==> config.mk <==
export PLATFORM = sky130hd
export DESIGN_NAME = cme_div
export DESIGN_NICKNAME = d
export VERILOG_FILES = /design/src/cme_div.sv
export SDC_FILE = /design/constraint.sdc
export NUM_CORES = 1
export LEC_CHECK = 0
export ABC_AREA = 1
export BUFFER_PORTS_ARGS = -buffer_cell sky130_fd_sc_hd__buf_4
export CORE_ASPECT_RATIO = 2
export CORE_UTILIZATION = 53
export DETAILED_ROUTE_END_ITERATION = 6
export PLACE_DENSITY = 0.78
export SLEW_MARGIN = 20
export SYNTH_ARGS = -nofsm -noshare
export SYNTH_HDL_FRONTEND = slang
export SYNTH_SLANG_ARGS = --single-unit
==> constraint.sdc <==
create_clock -name clk_i -period 2.4 [get_ports clk_i]
set_input_delay 0.36 -clock clk_i [delete_from_list [all_inputs] [get_ports clk_i]]
set_output_delay 0.36 -clock clk_i [all_outputs]
set_load 0.01 [all_outputs]
==> src/cme_div.sv <==
// Sequential signed divider: 64-bit dividend by unsigned divisor, truncates toward zero.
// One quotient bit per cycle. Standalone, no package use.
`timescale 1ns / 1ps
`default_nettype none

module cme_div #(
  parameter int DivW = 14
) (
  input  wire logic                   clk_i,
  input  wire logic                   rst_ni,
  input  wire logic                   start_i,
  input  wire logic signed [63:0]     dividend_i,
  input  wire logic [DivW-1:0]        divisor_i,
  output logic                        done_o,
  output logic signed [63:0]          quot_o
);

  logic [DivW:0]   rem_q, rem_d;
  logic [63:0]     quo_q, quo_d;
  logic [DivW-1:0] dvs_q, dvs_d;
  logic            neg_q, neg_d;
  logic [6:0]      cnt_q, cnt_d;
  logic            run_q, run_d;
  logic            done_q, done_d;
  logic [DivW:0]   shifted;

  assign shifted = {rem_q[DivW-1:0], quo_q[63]};

  always_comb begin
    rem_d  = rem_q;
    quo_d  = quo_q;
    dvs_d  = dvs_q;
    neg_d  = neg_q;
    cnt_d  = cnt_q;
    run_d  = run_q;
    done_d = 1'b0;
    if (start_i) begin
      rem_d = '0;
      quo_d = dividend_i[63] ? 64'(-dividend_i) : 64'(dividend_i);
      dvs_d = divisor_i;
      neg_d = dividend_i[63];
      cnt_d = '0;
      run_d = 1'b1;
    end else if (run_q) begin
      if (shifted >= {1'b0, dvs_q}) begin
        rem_d = shifted - {1'b0, dvs_q};
        quo_d = {quo_q[62:0], 1'b1};
      end else begin
        rem_d = shifted;
        quo_d = {quo_q[62:0], 1'b0};
      end
      cnt_d = cnt_q + 7'd1;
      if (cnt_q == 7'd63) begin
        run_d  = 1'b0;
        done_d = 1'b1;
      end
    end
  end

  always_ff @(posedge clk_i or negedge rst_ni) begin
    if (!rst_ni) begin
      run_q  <= 1'b0;
      done_q <= 1'b0;
      cnt_q  <= '0;
    end else begin
      run_q  <= run_d;
      done_q <= done_d;
      cnt_q  <= cnt_d;
    end
  end

  always_ff @(posedge clk_i) begin
    rem_q <= rem_d;
    quo_q <= quo_d;
    dvs_q <= dvs_d;
    neg_q <= neg_d;
  end

  assign done_o = done_q;
  assign quot_o = neg_q ? -$signed(quo_q) : $signed(quo_q);

endmodule

`default_nettype wire

==> results by group <==
Global route
  • Vias in the first global route: 11,540
  • Wire length of the first global-routing pass: 59.04 mm
  • Maximum number of pins on one net before global-route repair: 53
  • Met1 Usage GRT: 38.29%
  • Met3 global-route usage: 6.539%
  • Total routing usage reported by global routing: 41.26%
  • Most heavily used metal layer in global routing: met2
  • Gr ovfl total: 0
  • Antenna violations before repair: 0
  • Met2 layer usage reported by global route: 76.96%

Floorplan
  • DIE HEIGHT: 193.4 um
  • Horiz. Die Dim: 97.71 um
  • Core area: 0.01787 sq mm
  • Number of rows created at floorplan: 69
  • Initial cell density of the core: 54.33%
  • Area enclosed by the die boundary: 0.01890 sq mm
  • Number of top-level pins: 146

Worst setup path
  • Startpoint type of the worst setup path: register
  • Crit path max-delay cell type: sky130_fd_sc_hd__edfxtp_1
  • Crit end category: output pin
  • Category of the critical setup timing path: register to output pin
  • Required time at the worst-slack endpoint: 2.04 ns
  • Data arrival time of the critical path: 2.57 ns
  • Cell repeated most along the worst path: sky130_fd_sc_hd__nand2_1
  • Critical path's largest stage delay: 0.50 ns
  • CP Cell Sequence: inv_2, nand2_1, nor2_4, nand3_4, nor2_4, nand4_1, nand2_2, nand2_1, nand2_1, nand2_1, buf_6
  • Crit path max fanout: 5

Placement
  • Cell count after placement: 1,917
  • Number of port buffers: 145
  • DP Wirelength: 29.10 mm
  • RePlAce Congestion: 0.9831

Power and ir drop
  • Relative contribution of sequential cells to total power: 30.5%
  • Psw: 3327 uW
  • Cell leakage power: 0.006296 uW
  • Clk network pwr share: 20.4%
  • Peak ir drop on the vdd network: 0.4057 mV
  • Switching power share of the total: 41.28%
  • Share of total power in combinational logic: 49.1%
  • Cell internal pwr: 4732 uW
  • Ratio of total power to cell area: 585.9 mW/mm^2

Min path
  • Hold Path Class: input port to register

Clock network
  • Maximum level of the CTS H-tree: 3
  • Skew-Pair Late Insertion Delay: 0.37 ns
  • Number of sinks on the clock net: 102
  • Root cell of the clock tree: sky130_fd_sc_hd__clkbuf_16
  • TritonCTS clock tree: built
  • TritonCTS Buffers: 9
  • CTS Buffer Depth: 2
  • Clock-pin slew on the worst setup and hold paths: 0.07 ns

Yosys
  • Share of synthesized flip-flops with an asynchronous set or reset: 8.824%
  • EDFF count, synth: 79
  • Flip-flop and latch count after synthesis: 102
  • Number of distinct library cell variants in the gate-level netlist after synthesis: 50
  • Cells after synthesis: 1,541
  • Average footprint of a synthesized cell: 6.301 sq um
  • Most instantiated flip-flop cell in the synthesis netlist: sky130_fd_sc_hd__edfxtp_1
  • Total standard cell area after synthesis: 0.009709 sq mm
  • Synthesized net count: 1,641
  • Synth Warn #: 0
  • Seq/Total Area, Yosys: 29.64%

Outcome
  • Failing checks: DRC, setup timing
  • Outcome: complete, but fails checks

Timing
  • Tightest hold margin: 0.1632 ns
  • Final hold violations: 0
  • Final critical-path required period: 2.925 ns
  • Share of the cycle needed by the critical path after routing: 121.9%
  • Final max-slew violation count: 0
  • Skew final: 0.009332 ns
  • Peak Freq: 341.9 MHz
  • Total negative slack for setup checks: -15.85 ns
  • Pin slew with the least headroom to its limit: 0.5305 ns
  • Min setup slack post-route: -0.5252 ns
  • RSZ-0062 raised after global routing: true
  • Endpoints failing setup: 56
  • Slew HR: 64.26%

Route
  • Post-route ant nets: 0
  • Average routed wire per standard cell: 21.50 um
  • Avg Vias per Cell: 6.007
  • Number of DRC markers after the initial detailed-route iteration: 1,138
  • 1st-pass router iterations: 7
  • Total routed wirelength: 44.10 mm
  • Count of vias placed by the detailed router: 12,320
  • Remaining routing DRC violations: 19

Final layout
  • Most common library cell in the layout ignoring fill and taps: sky130_fd_sc_hd__nand2_1
  • Number of standard cells in the final layout excluding fillers: 2,051
  • Filler cells: 1,297
  • Layout cells sized above 1: 32.59%
  • Number of antenna cells inserted: 0
  • Synth-to-Final Area Change: 41.66%
  • Share of the core filled with cells: 76.97%
  • Final net count: 1,933
  • Leading cell types in the layout, fill and taps excluded: sky130_fd_sc_hd__nand2_1, sky130_fd_sc_hd__buf_4, sky130_fd_sc_hd__nor2_1

Job
  • # Max-Cap Violations: 0
[Yosys cell counts, types with 2 or more instances]
master	instances	area, sq um
sky130_fd_sc_hd__a21oi_1	21	105.1
sky130_fd_sc_hd__a21oi_2	2	17.52
sky130_fd_sc_hd__a31oi_1	2	12.51
sky130_fd_sc_hd__buf_1	4	15.01
sky130_fd_sc_hd__buf_2	9	45.04
sky130_fd_sc_hd__buf_4	3	22.52
sky130_fd_sc_hd__clkbuf_1	20	75.07
sky130_fd_sc_hd__clkinv_1	4	15.01
sky130_fd_sc_hd__dfrtp_1	9	225.2
sky130_fd_sc_hd__dfxtp_1	14	280.3
sky130_fd_sc_hd__edfxtp_1	79	2372
sky130_fd_sc_hd__ha_1	18	225.2
sky130_fd_sc_hd__inv_1	143	536.8
sky130_fd_sc_hd__inv_2	2	7.510
sky130_fd_sc_hd__nand2_1	531	1993
sky130_fd_sc_hd__nand2_2	16	100.1
sky130_fd_sc_hd__nand2_4	2	22.52
sky130_fd_sc_hd__nand3_1	103	515.5
sky130_fd_sc_hd__nand3_2	6	60.06
sky130_fd_sc_hd__nand3b_1	7	52.55
sky130_fd_sc_hd__nand4_1	41	256.5
sky130_fd_sc_hd__nor2_1	264	991.0
sky130_fd_sc_hd__nor2_2	22	137.6
sky130_fd_sc_hd__nor2_4	8	90.09
sky130_fd_sc_hd__nor2_8	2	40.04
sky130_fd_sc_hd__nor3_1	10	50.05
sky130_fd_sc_hd__nor3_2	3	30.03
sky130_fd_sc_hd__o211ai_1	2	15.01
sky130_fd_sc_hd__o21ai_0	66	330.3
sky130_fd_sc_hd__o21ai_1	25	125.1
sky130_fd_sc_hd__o21ai_4	4	65.06
sky130_fd_sc_hd__o21bai_1	2	15.01
sky130_fd_sc_hd__or2_0	3	18.77
sky130_fd_sc_hd__or2_1	2	12.51
sky130_fd_sc_hd__or2_2	2	12.51
sky130_fd_sc_hd__xnor2_1	24	210.2
sky130_fd_sc_hd__xor2_1	53	464.2
[layer usage]
metal,share of wire [%],vias up
li1,-,5512
met1,30,5522
met2,50,920
met3,8.9,366
met4,11,0
met5,0,-
[layout make-up]
| cell class | count | area, sq um | share of cell area [%] |
|---|---|---|---|
| tap | 213 | 266.5 | 1.938 |
| clock inverter | 6 | 92.59 | 0.6732 |
| multi-input combinational | 1252 | 7086 | 51.51 |
| sequential | 102 | 2878 | 20.92 |
| clock buffer | 10 | 229.0 | 1.665 |
| inverter | 150 | 580.6 | 4.221 |
| timing repair buffer | 318 | 2623 | 19.07 |
[sequential cells by signal (all words and copies together) (netlist names)]
signal and count:
neg_q 1, quo_q 64, run_q 1, done_o 1
dvs_q 14, cnt_q 7, rem_q 14
[logic make-up (layout without fill, tap and decap cells)]
| group | after synthesis | in the layout | synth area share, % |
|---|---|---|---|
| DFF | 102 | 102 | 29.64 |
| adders and majority gates | 19 | 19 | 2.526 |
| and+or+nand+nor | 1026 | 1026 | 45.63 |
| buffers and inverters | 187 | 484 | 7.551 |
| AOI/OAI and AO/OA | 129 | 129 | 7.539 |
| xor gates and xnor gates | 78 | 78 | 7.113 |
[critical path, delay by kind of cell, from the launching register on]
family / cells / cell delay (ns)
AND/OR/NAND/NOR: 9 / 1.41
buffers and inverters: 2 / 0.28
flip-flops: 1 / 0.50
[power by group through the flow]
stage               Clock [uW]  Sequential (uW)  Combinational, uW
CTS                       1630             2410               3390
detailed placement           0             2450               3010
finish                    1640             2450               3960
global route              1690             2470               4200
global placement             0             2430               2970
floorplan                    0             2380               1880
[what timing repair did]
action                     4_1_cts  5_1_grt
gates resized for setup        160      158
hold endpoints to repair         9        0
setup endpoints to repair       50       54
setup buffers                   65       53
hold buffers                     1        0
pin swaps                       62       95
[path summary, 6_finish.rpt]
path,start,cells past startpoint,slack (ns),to
max,quo_q[12]$_DFFE_PP_,11,-0.53,quot_o[55]
min,divisor_i[7],1,0.16,dvs_q[7]$_DFFE_PP_
max reg2reg,quo_q[63]$_DFFE_PP_,11,0.17,rem_q[8]$_SDFFE_PP0P_
min reg2reg,rem_q[13]$_SDFFE_PP0P_,2,0.47,rem_q[13]$_SDFFE_PP0P_
max in group asynchronous,rst_ni,2,1.94,done_o$_DFF_PN0_
min in group asynchronous,rst_ni,2,0.33,cnt_q[2]$_DFFE_PN0P_
[per-stage QoR]
| stage | cell area (sq um) | setup slack (ns) | total power [uW] |
|---|---|---|---|
| floorplan | 9717 | 0.08496 | 4259 |
| global placement | 11390 | 0.06908 | 5405 |
| detailed placement | 11390 | 0.07915 | 5459 |
| CTS | 12760 | -0.1525 | 7424 |
| global route | 13750 | -0.5782 | 8353 |
| finish | 13750 | -0.5252 | 8059 |
Note: power is estimated with default switching activity, not from simulation.
